## config.mk

```make
export PLATFORM = sky130hd
export DESIGN_NAME = multilevel_priority_fifo
export DESIGN_NICKNAME = d
export VERILOG_FILES = /design/src/rtl/mpf_pkg.sv /design/src/rtl/multilevel_priority_fifo.sv /design/src/rtl/mpf_store.sv /design/src/rtl/mpf_level_ctrl.sv
export SDC_FILE = /design/constraint.sdc
export NUM_CORES = 1
export LEC_CHECK = 0
export BUFFER_PORTS_ARGS = -buffer_cell sky130_fd_sc_hd__buf_4
export CAP_MARGIN = 20
export CORE_MARGIN = 4
export CORE_UTILIZATION = 50
export DETAILED_ROUTE_END_ITERATION = 6
export PLACE_DENSITY = 0.63
export SLEW_MARGIN = 15
export SYNTH_ARGS = -nofsm -noshare
export SYNTH_HDL_FRONTEND = slang
export SYNTH_SLANG_ARGS = --single-unit
```

## constraint.sdc

```tcl
create_clock -name clk -period 8.14 [get_ports clk]
set_clock_uncertainty 0.1 [all_clocks]
set_input_delay 1.221 -clock clk [delete_from_list [all_inputs] [get_ports clk]]
set_output_delay 1.221 -clock clk [all_outputs]
set_load 0.02 [all_outputs]
```

## src/rtl/mpf_pkg.sv

```systemverilog
// shared constants, types and codes for the multilevel priority fifo
package mpf_pkg;

  localparam int LEVELS      = 8;
  localparam int LEVEL_DEPTH = 16;
  localparam int ID_WIDTH    = 8;

  localparam int LVL_W  = $clog2(LEVELS);
  localparam int PTR_W  = $clog2(LEVEL_DEPTH);
  localparam int FILL_W = $clog2(LEVEL_DEPTH + 1);
  localparam int ADDR_W = $clog2(LEVELS * LEVEL_DEPTH);
  localparam int TOT_W  = $clog2(LEVELS * LEVEL_DEPTH + 1);

  localparam int PID_PORT_W   = 8;
  localparam int PRIO_PORT_W  = 4;
  localparam int TOTAL_PORT_W = 8;

  typedef enum logic {
    KIND_ADD    = 1'b0,
    KIND_REMOVE = 1'b1
  } kind_t;

  typedef enum logic [1:0] {
    STAT_OK        = 2'd0,
    STAT_EMPTY     = 2'd1,
    STAT_FULL      = 2'd2,
    STAT_BAD_PRIO  = 2'd3
  } status_t;

  typedef struct packed {
    logic                we;
    logic                re;
    logic [ADDR_W-1:0]   addr;
    logic [ID_WIDTH-1:0] wdata;
  } store_req_t;

  typedef struct packed {
    logic             id_valid;
    status_t          status;
    logic [TOT_W-1:0] total;
    logic             empty;
  } result_t;

endpackage

```

## src/rtl/multilevel_priority_fifo.sv

```systemverilog
// top level of the multilevel priority fifo
//
// Holds identifiers in one first-in first-out list per priority level.
// Input channel (in_valid/in_ready): in_kind selects add or remove,
// in_process_id is the identifier to add, in_priority_req its level
// (1 is served first). A remove pops the head of the lowest-numbered
// non-empty level.
// Result channel (out_valid/out_ready): one beat per input beat carrying
// the popped identifier (out_id, qualified by out_out_valid), a status
// (ok, remove while empty, level full, bad priority), the total count held
// afterwards and an empty flag. Rejected items change nothing.
// Latency: the result beat is valid the cycle after the input beat.
// Throughput: one item per cycle; the queue state updates at the input
// beat and the identifier memory read lands in its read register as the
// result register loads.
// Reset clears all levels at once; the identifier memory is not cleared.
// When the receiver stalls, the single result register holds its beat and
// in_ready drops until that beat is taken; taking it frees the register
// for a new input beat in the same cycle.
module multilevel_priority_fifo (
  input  logic                             clk,
  input  logic                             rst_n,
  input  logic                             in_valid,
  output logic                             in_ready,
  input  logic                             in_kind,
  input  logic [mpf_pkg::PID_PORT_W-1:0]   in_process_id,
  input  logic [mpf_pkg::PRIO_PORT_W-1:0]  in_priority_req,
  output logic                             out_valid,
  input  logic                             out_ready,
  output logic [mpf_pkg::PID_PORT_W-1:0]   out_id,
  output logic                             out_out_valid,
  output logic [1:0]                       out_status,
  output logic [mpf_pkg::TOTAL_PORT_W-1:0] out_total_entries,
  output logic                             out_is_empty
);
  import mpf_pkg::*;

  logic                accept;
  store_req_t          mem_req;
  result_t             res;
  result_t             res_r;
  logic                out_valid_r;
  logic [ID_WIDTH-1:0] rd_data;

  assign in_ready = !out_valid_r || out_ready;
  assign accept   = in_valid && in_ready;

  mpf_level_ctrl u_ctrl (
    .clk          (clk),
    .rst_n        (rst_n),
    .accept       (accept),
    .kind         (in_kind),
    .process_id   (in_process_id),
    .priority_req (in_priority_req),
    .mem_req      (mem_req),
    .res          (res)
  );

  mpf_store u_store (
    .clk     (clk),
    .req     (mem_req),
    .rd_data (rd_data)
  );

  always_ff @(posedge clk) begin
    if (!rst_n) begin
      out_valid_r <= 1'b0;
    end else if (accept) begin
      out_valid_r <= 1'b1;
    end else if (out_ready) begin
      out_valid_r <= 1'b0;
    end
  end

  always_ff @(posedge clk) begin
    if (accept) begin
      res_r <= res;
    end
  end

  assign out_valid         = out_valid_r;
  assign out_id            = res_r.id_valid ? PID_PORT_W'(rd_data) : '0;
  assign out_out_valid     = res_r.id_valid;
  assign out_status        = res_r.status;
  assign out_total_entries = TOTAL_PORT_W'(res_r.total);
  assign out_is_empty      = res_r.empty;

endmodule

```

## src/rtl/mpf_store.sv

```systemverilog
// identifier storage for all levels, one write or one registered read per cycle
module mpf_store (
  input  logic                         clk,
  input  mpf_pkg::store_req_t          req,
  output logic [mpf_pkg::ID_WIDTH-1:0] rd_data
);
  import mpf_pkg::*;

  logic [ID_WIDTH-1:0] mem [LEVELS*LEVEL_DEPTH];
  logic [ID_WIDTH-1:0] rd_data_r;

  always_ff @(posedge clk) begin
    if (req.we) begin
      mem[req.addr] <= req.wdata;
    end
    if (req.re) begin
      rd_data_r <= mem[req.addr];
    end
  end

  assign rd_data = rd_data_r;

endmodule

```

## src/rtl/mpf_level_ctrl.sv

```systemverilog
// per-level head and fill tracking, level selection and status decision
module mpf_level_ctrl (
  input  logic                            clk,
  input  logic                            rst_n,
  input  logic                            accept,
  input  logic                            kind,
  input  logic [mpf_pkg::PID_PORT_W-1:0]  process_id,
  input  logic [mpf_pkg::PRIO_PORT_W-1:0] priority_req,
  output mpf_pkg::store_req_t             mem_req,
  output mpf_pkg::result_t                res
);
  import mpf_pkg::*;

  logic [PTR_W-1:0]  head_r  [LEVELS];
  logic [PTR_W-1:0]  head_nxt[LEVELS];
  logic [FILL_W-1:0] fill_r  [LEVELS];
  logic [FILL_W-1:0] fill_nxt[LEVELS];
  logic [TOT_W-1:0]  total_r;
  logic [TOT_W-1:0]  total_nxt;

  logic              found;
  logic [LVL_W-1:0]  sel_lv;
  logic [LVL_W-1:0]  add_lv;
  logic              prio_bad;
  logic              lvl_full;
  logic [PTR_W:0]    pos_sum;
  logic [PTR_W-1:0]  pos;
  logic [ADDR_W-1:0] base;

  always_comb begin
    found  = 1'b0;
    sel_lv = '0;
    for (int i = 0; i < LEVELS; i++) begin
      if (!found && (fill_r[i] != '0)) begin
        found  = 1'b1;
        sel_lv = LVL_W'(i);
      end
    end
  end

  always_comb begin
    prio_bad = (priority_req == '0) || (int'(priority_req) > LEVELS);
    add_lv   = LVL_W'(int'(priority_req) - 1);
    lvl_full = (fill_r[add_lv] == FILL_W'(LEVEL_DEPTH));
    pos_sum  = (PTR_W+1)'(head_r[add_lv]) + (PTR_W+1)'(fill_r[add_lv]);
    if (pos_sum >= (PTR_W+1)'(LEVEL_DEPTH)) begin
      pos_sum = pos_sum - (PTR_W+1)'(LEVEL_DEPTH);
    end
    pos = PTR_W'(pos_sum);
  end

  always_comb begin
    head_nxt      = head_r;
    fill_nxt      = fill_r;
    total_nxt     = total_r;
    mem_req.we    = 1'b0;
    mem_req.re    = 1'b0;
    mem_req.wdata = ID_WIDTH'(process_id);
    res.id_valid  = 1'b0;
    res.status    = STAT_OK;
    base          = '0;
    mem_req.addr  = '0;
    if (kind == KIND_ADD) begin
      base         = ADDR_W'(add_lv) * ADDR_W'(LEVEL_DEPTH);
      mem_req.addr = base + ADDR_W'(pos);
      if (prio_bad) begin
        res.status = STAT_BAD_PRIO;
      end else if (lvl_full) begin
        res.status = STAT_FULL;
      end else begin
        mem_req.we       = accept;
        fill_nxt[add_lv] = fill_r[add_lv] + FILL_W'(1);
        total_nxt        = total_r + TOT_W'(1);
      end
    end else begin
      base         = ADDR_W'(sel_lv) * ADDR_W'(LEVEL_DEPTH);
      mem_req.addr = base + ADDR_W'(head_r[sel_lv]);
      if (!found) begin
        res.status = STAT_EMPTY;
      end else begin
        mem_req.re   = accept;
        res.id_valid = 1'b1;
        if (head_r[sel_lv] == PTR_W'(LEVEL_DEPTH - 1)) begin
          head_nxt[sel_lv] = '0;
        end else begin
          head_nxt[sel_lv] = head_r[sel_lv] + PTR_W'(1);
        end
        fill_nxt[sel_lv] = fill_r[sel_lv] - FILL_W'(1);
        total_nxt        = total_r - TOT_W'(1);
      end
    end
    res.total = total_nxt;
    res.empty = (total_nxt == '0);
  end

  always_ff @(posedge clk) begin
    if (!rst_n) begin
      for (int i = 0; i < LEVELS; i++) begin
        head_r[i] <= '0;
        fill_r[i] <= '0;
      end
      total_r <= '0;
    end else if (accept) begin
      head_r  <= head_nxt;
      fill_r  <= fill_nxt;
      total_r <= total_nxt;
    end
  end

endmodule

```

==> results of run 1 <==
where the power goes:
| part | switching [W] | internal [W] | total [W] | leakage [nW] |
|---|---|---|---|---|
| sequential | 0.0000318 | 0.00636 | 0.00639 | 10.0 |
| combinational | 0.000891 | 0.000396 | 0.00129 | 4.95 |
| clock | 0.00217 | 0.00283 | 0.00500 | 1.72 |
synth_stat cells, types with 6 or more instances:
cell type and n:
a31oi_1 15, dfxtp_1 81, o21ai_0 26, o22ai_1 249, nand4_1 6, nand2_1 309
nor4_1 76, nor2b_1 60, buf_2 60, buf_4 10, and3_1 7, mux4_2 18
inv_1 18, xnor2_1 13, a21boi_0 17, or4_1 12, and2_1 24, nand3_1 39
a21oi_1 126, ha_1 10, a41oi_1 7, a221oi_1 7, edfxtp_1 1044, or2_2 9
nor3_1 13, a211oi_1 6, nor2_1 168, a22oi_1 48, clkbuf_1 83, xor2_1 13
mux2i_1 438, buf_1 13
cell families (layout without fill, tap and decap cells):
| family | Yosys count | after routing | share of synthesized area |
|---|---|---|---|
| flops | 1125 | 1125 | 0.716 |
| simple gates | 743 | 743 | 0.0752 |
| compound gates | 556 | 556 | 0.0770 |
| mux | 458 | 458 | 0.105 |
| buf+inv | 191 | 341 | 0.0187 |
| xor+xnor | 26 | 26 | 0.00495 |
| fa+ha+maj | 11 | 11 | 0.00315 |
| other cells | 0 | 1 | 0 |
stage by stage:
stage / utilization / std cells
finish: 0.561 / 4447
global route: 0.561 / 4446
CTS: 0.560 / 4444
detailed placement: 0.521 / 4240
global placement: 0.521 / 4240
floorplan: - / 3110
worst paths after layout:
check | start | depth (start not counted) | end | slack [ps]
hold reg to reg | u_ctrl.head_r[15]$_SDFFE_PN0P_ | 2 | u_ctrl.head_r[15]$_SDFFE_PN0P_ | 410
setup / recovery | in_priority_req[0] | 18 | u_store.rd_data[6]$_DFFE_PP_ | 1090
setup reg to reg | u_ctrl.fill_r[31]$_SDFFE_PN0P_ | 14 | u_store.rd_data[6]$_DFFE_PP_ | 1870
hold / removal | u_ctrl.head_r[15]$_SDFFE_PN0P_ | 2 | u_ctrl.head_r[15]$_SDFFE_PN0P_ | 410
worst max-delay path, stage by stage:
cell and delay [ps]:
buf_4 290, inv_2 220, ha_1 300, xor2_1 140, buf_4 260, mux4_2 340, mux2_2 420, ha_1 270
fa_1 580, nor2_1 120, a21oi_4 250, buf_4 250, buf_12 400, mux2i_1 550, o22ai_1 160, nor4_1 700
a21oi_1 150, or4_1 530
registers in the layout, indices dropped and copies added (netlist names):
name,count
u_store.mem,1024
u_ctrl.fill_r,40
u_ctrl.head_r,32
out_total_entries,8
u_ctrl.total_r,8
u_store.rd_data,8
out_status,2
out_is_empty,1
out_out_valid,1
out_valid,1
layout make-up:
class | instances | area (um^2)
Clock inverter | 68 | 671
Timing Repair Buffer | 116 | 991
Sequential cell | 1125 | 33000
Multi-Input combinational cell | 1794 | 12200
Clock buffer | 136 | 2870
Antenna cell | 1 | 2.50
Inverter | 21 | 78.8
Tap cell | 1186 | 1480
Fill cell | 7211 | 40200
per-layer routing:
layer,vias up,share of wire,GRT usage
met1,14041,0.42,0.349
met5,-,0,0
met2,1205,0.48,0.405
met3,232,0.073,0.0394
li1,12239,-,-
met4,0,0.032,0.0745
==> qor.txt, run 1 <==
Vias: 27717
Yosys cell types: 74
Chip Height: 311 um
clock transition at the registers of the reported paths: 70 ps
cts bufs inserted: 110
wire length per cell: 27.7 um
CTS HTree Levels: 3
Critical Path AT: 7380 ps
synthesis-stage register bit count: 1125
Pwr Total: 0.0127 W
minimum hold slack: 412 ps
Final Hold Vio Count: 0
Bufs on Longest Clock Path: 3
commonest non-fill, non-tap cell in the layout: edfxtp_1
TritonCTS clock tree: done
CP Max Fanout: 83
Core ar.: 91500 um^2
predominant post-synthesis flop cell: edfxtp_1
critical path class: input port to flip-flop
top post-synthesis cells by area: edfxtp_1 68%, mux2i_1 9.5%, dfxtp_1 3.5%
pwr dens: 247 nW/um^2
Post-Syn Nets: 3138
post-DP HPWL: 80400 um
initial antenna violation count: 4
layout cells sized above 1: 0.101
row cnt: 111
worst skew pair latency: 690 ps
setup slack after layout: 1090 ps
Final Cell Area: 51300 um^2
Detailed Route Iter0 Violations: 3577
share of the synthesized area in the top cell type: 0.681
Mapped Cells: 3110
Sink Count: 1125
f_max: 142 MHz
DR pass1 iterations: 6
Remaining DRCs: 0
largest net degree at the start of global routing: 105
EDFF count, synth: 1044
Layout Nets: 3196
GRT overflow: 0
syn avg cell area: 14.8 um^2
Placement Cell Area: 47700 um^2
post-CTS sizing: 0
most frequent cells in the layout: 1044 x edfxtp_1, 438 x mux2i_1, 309 x nand2_1
final period utilization: 0.866
pre-CTS WS: 467 ps
Synth area leader: edfxtp_1
Crit path required time: 8470 ps
first-pass GRT wire length: 181000 um
class of the tightest hold or removal check: flip-flop to flip-flop
nature of the critical path endpoint: flip-flop
critical path startpoint category: input port
via/cell ratio: 6.23
count of pins over their slew limit: 0
ANT nets after route: 0
hold buffers post-CTS: 0
RSZ-0062 raised after global routing: no
Post-Syn Area: 46000 um^2
worst slew pin tran: 1150 ps
I/O pin cnt: 39
die area: 97000 um^2
Die Span X: 311 um
synth warn: 0
Final GP Congestion: 0.932
Post-CTS Repair Setup Buffers: 0
drt total wl: 123000 um
Initial Util: 0.503
clk root buf: clkbuf_16
Max Cap Viol: 0
status: finished, final reports clean
Layout area overhead: 11.5%
VDD IR max: 0.000191 V
final setup fails: 0
setup_tns: 0 ps
Final Critical Period: 7050 ps
Port Buffers: 38
total track usage: 0.249
Seq/Total Area, Yosys: 0.716
Rel. slew slack: 0.227
vias in the first global route: 27044
Leak Pwr: 16.7 nW
asr flop ratio synth: 0
(Power assumes the default switching activity.)
==> run 2: changes to the inputs <==
==> constraint.sdc (replaced) <==
create_clock -name clk -period 8.14 [get_ports clk]
set_clock_uncertainty 0.1 [all_clocks]
set_input_delay 1.628 -clock clk [delete_from_list [all_inputs] [get_ports clk]]
set_output_delay 1.628 -clock clk [all_outputs]
set_load 0.02 [all_outputs]
==> run 2 against run 1 <==
- global-route usage increased by 0.71 points
- critical path type unchanged
- via count grew 0.71%
- register-to-register slack worse by 180 ps
- wire length up 2.6%
- sequential power is essentially flat
- critical path depth decreased by 1
- hold slack worse by 21 ps
- non-clock buffer count up 15
- largest cell class unchanged
- worst setup slack improved by 39 ps
- utilization rose by 0.38 points
- design area grew 0.68%
- clock power grew 4.4%
==> qor.txt, run 2 (synthesis results as in run 1) <==
wire length per cell: 28.2 um (+2.0%)
Reg2Reg Setup Slack: 1690 ps (-180 ps)
max FFs per register: 1024 (unchanged)
Rel. slew slack: 0.213 (-0.0140)
class of the tightest hold or removal check: flip-flop to flip-flop
RSZ-0062 raised after global routing: no
final period utilization: 0.861 (-0.00484)
Top delay family on crit path: simple AND/OR/NAND/NOR gates
Critical Path AT: 7360 ps (-20 ps)
largest net degree at the start of global routing: 89 (-15%)
critical path's slowest cell: nor4_1
worst skew pair latency: 700 ps (about the same)
number of fill cells: 7180 (-0.43%)
vias in the first global route: 27571 (+1.9%)
post-DP HPWL: 82100 um (+2.2%)
CP Max Fanout: 31 (-63%)
status: finished, final reports clean
critical path startpoint category: input port
final setup fails: 0 (unchanged)
Crit path required time: 8490 ps (+20 ps)
count of pins over their slew limit: 0 (unchanged)
Final GP Congestion: 0.918 (-1.6%)
Final Critical Period: 7010 ps (-39.4 ps)
Initial Util: 0.503 (unchanged)
Leak Pwr: 16.9 nW (+1.2%)
minimum hold slack: 391 ps (-20.6 ps)
Final Hold Vio Count: 0 (unchanged)
hold buffers post-CTS: 0 (unchanged)
CTS HTree Levels: 3 (unchanged)
FF-to-FF End: u_store.rd_data[2]$_DFFE_PP_
TritonCTS clock tree: done
setup_tns: 0 ps (unchanged)
Layout Nets: 3214 (+0.56%)
VDD IR max: 0.000192 V (+0.47%)
pre-CTS WS: 523 ps (+56.0 ps)
layout cells sized above 1: 0.106 (+0.00569)
row cnt: 111 (unchanged)
DR pass1 iterations: 5 (-1)
Max Cap Viol: 0 (unchanged)
Layout area overhead: 12.2%
worst slew pin tran: 1180 ps (+28.5 ps)
most used cell along the critical path: buf_4
Remaining DRCs: 0 (unchanged)
post-CTS sizing: 0 (unchanged)
total track usage: 0.256 (+0.00707)
Die Span X: 311 um (unchanged)
clk root buf: clkbuf_16
nature of the critical path endpoint: flip-flop
setup slack after layout: 1130 ps (+39.4 ps)
clock transition at the registers of the reported paths: 60 ps (about the same)
GRT overflow: 0 (unchanged)
ANT nets after route: 0 (unchanged)
Chip Height: 311 um (unchanged)
largest reg by FF count: u_store.mem
slowest stage delay, CP: 760 ps (+60 ps)
Port Buffers: 38 (unchanged)
drt total wl: 126000 um (+2.6%)
critical path class: input port to flip-flop
pwr dens: 250 nW/um^2 (+1.2%)
Setup crit end: u_store.rd_data[2]$_DFFE_PP_
Sink Count: 1125 (unchanged)
r2r worst-path depth: 13 (-1)
top flop regs: u_store.mem (1024), u_ctrl.fill_r (40), u_ctrl.head_r (32)
die area: 97000 um^2 (unchanged)
initial antenna violation count: 7 (+3)
worst hold path cell count: 2 (unchanged)
Core ar.: 91500 um^2 (unchanged)
via/cell ratio: 6.24 (+0.17%)
commonest non-fill, non-tap cell in the layout: edfxtp_1
Post-CTS Repair Setup Buffers: 0 (unchanged)
worst path buffer plus inverter count: 4 (-1)
Bufs on Longest Clock Path: 3 (unchanged)
cts bufs inserted: 113 (+2.7%)
most frequent cells in the layout: 1044 x edfxtp_1, 438 x mux2i_1, 309 x nand2_1
Vias: 27915 (+0.71%)
CP Depth: 17 (-1)
I/O pin cnt: 39 (unchanged)
Detailed Route Iter0 Violations: 2986 (-17%)
worst path cell trace: buf_4, inv_1, ha_1, xor2_1, buf_4, mux4_2, mux2_2, ha_1, fa_1, xnor2_1, nor2_1, o21ai_2, buf_4, a21oi_1, nor4_1, a41oi_1, or4_1
f_max: 143 MHz (+0.56%)
first-pass GRT wire length: 185000 um (+2.2%)
Worst Setup SP: in_priority_req[1]
Worst R2R Start: u_ctrl.fill_r[31]$_SDFFE_PN0P_
==> run 2: worst min path at each step <==
stage                                         from                        endpoint  slack (ps)
floorplan           u_ctrl.head_r[16]$_SDFFE_PN0P_  u_ctrl.head_r[16]$_SDFFE_PN0P_         350
global placement    u_ctrl.head_r[11]$_SDFFE_PN0P_  u_ctrl.head_r[11]$_SDFFE_PN0P_         380
detailed placement  u_ctrl.head_r[11]$_SDFFE_PN0P_  u_ctrl.head_r[11]$_SDFFE_PN0P_         380
CTS                 u_ctrl.head_r[11]$_SDFFE_PN0P_  u_ctrl.head_r[11]$_SDFFE_PN0P_         390
global route        u_ctrl.head_r[11]$_SDFFE_PN0P_  u_ctrl.head_r[11]$_SDFFE_PN0P_         410
finish              u_ctrl.head_r[11]$_SDFFE_PN0P_  u_ctrl.head_r[11]$_SDFFE_PN0P_         390
==> run 2: where the power goes <==
part	leakage (nW)	total, W	switching (W)	internal (W)
Clock	1.83	0.00522	0.00219	0.00303
Combinational	5.04	0.00130	0.000903	0.000398
Sequential	10.0	0.00640	0.0000325	0.00636
==> run 2: worst register-to-register path, stage by stage, from the launching register on <==
cell and delay [ps]:
dfxtp_1 370, or4_4 550, or4_1 780, nor2_8 290, and3_1 370, o21ai_0 130
a32o_1 340, o31a_1 570, o21ai_2 150, buf_4 470, a21oi_1 150, nor4_1 760
a41oi_1 530, or4_1 660
==> run 2: per-stage QoR <==
stage | total power (W) | utilization | std cells | area (um^2)
after floorplan | 0.00726 | - | 3110 | 46000
after global placement | 0.00779 | 0.523 | 4255 | 47900
after detailed placement | 0.00780 | 0.524 | 4257 | 47900
after CTS | 0.0130 | 0.564 | 4469 | 51600
after global routing | 0.0133 | 0.564 | 4469 | 51600
final | 0.0129 | 0.564 | 4471 | 51700
==> run 2: final cells by class <==
type                    count  area (um^2)  area share
flip-flops and latches   1125        33000       0.638
multi-input cells        1794        12200       0.237
clock buffers             149         3070      0.0594
well taps                1186         1480      0.0287
repair buffers            131         1140      0.0221
clock inverters            63          669      0.0130
inverters                  21         78.8     0.00153
diodes                      2         5.00   0.0000969
==> run 2: per-layer routing <==
metal	part of all wire	track usage	up-vias
met5	0.00025	0	-
met4	0.031	0.0799	4
met3	0.077	0.0435	243
met2	0.47	0.411	1238
met1	0.42	0.360	14149
li1	-	-	12281
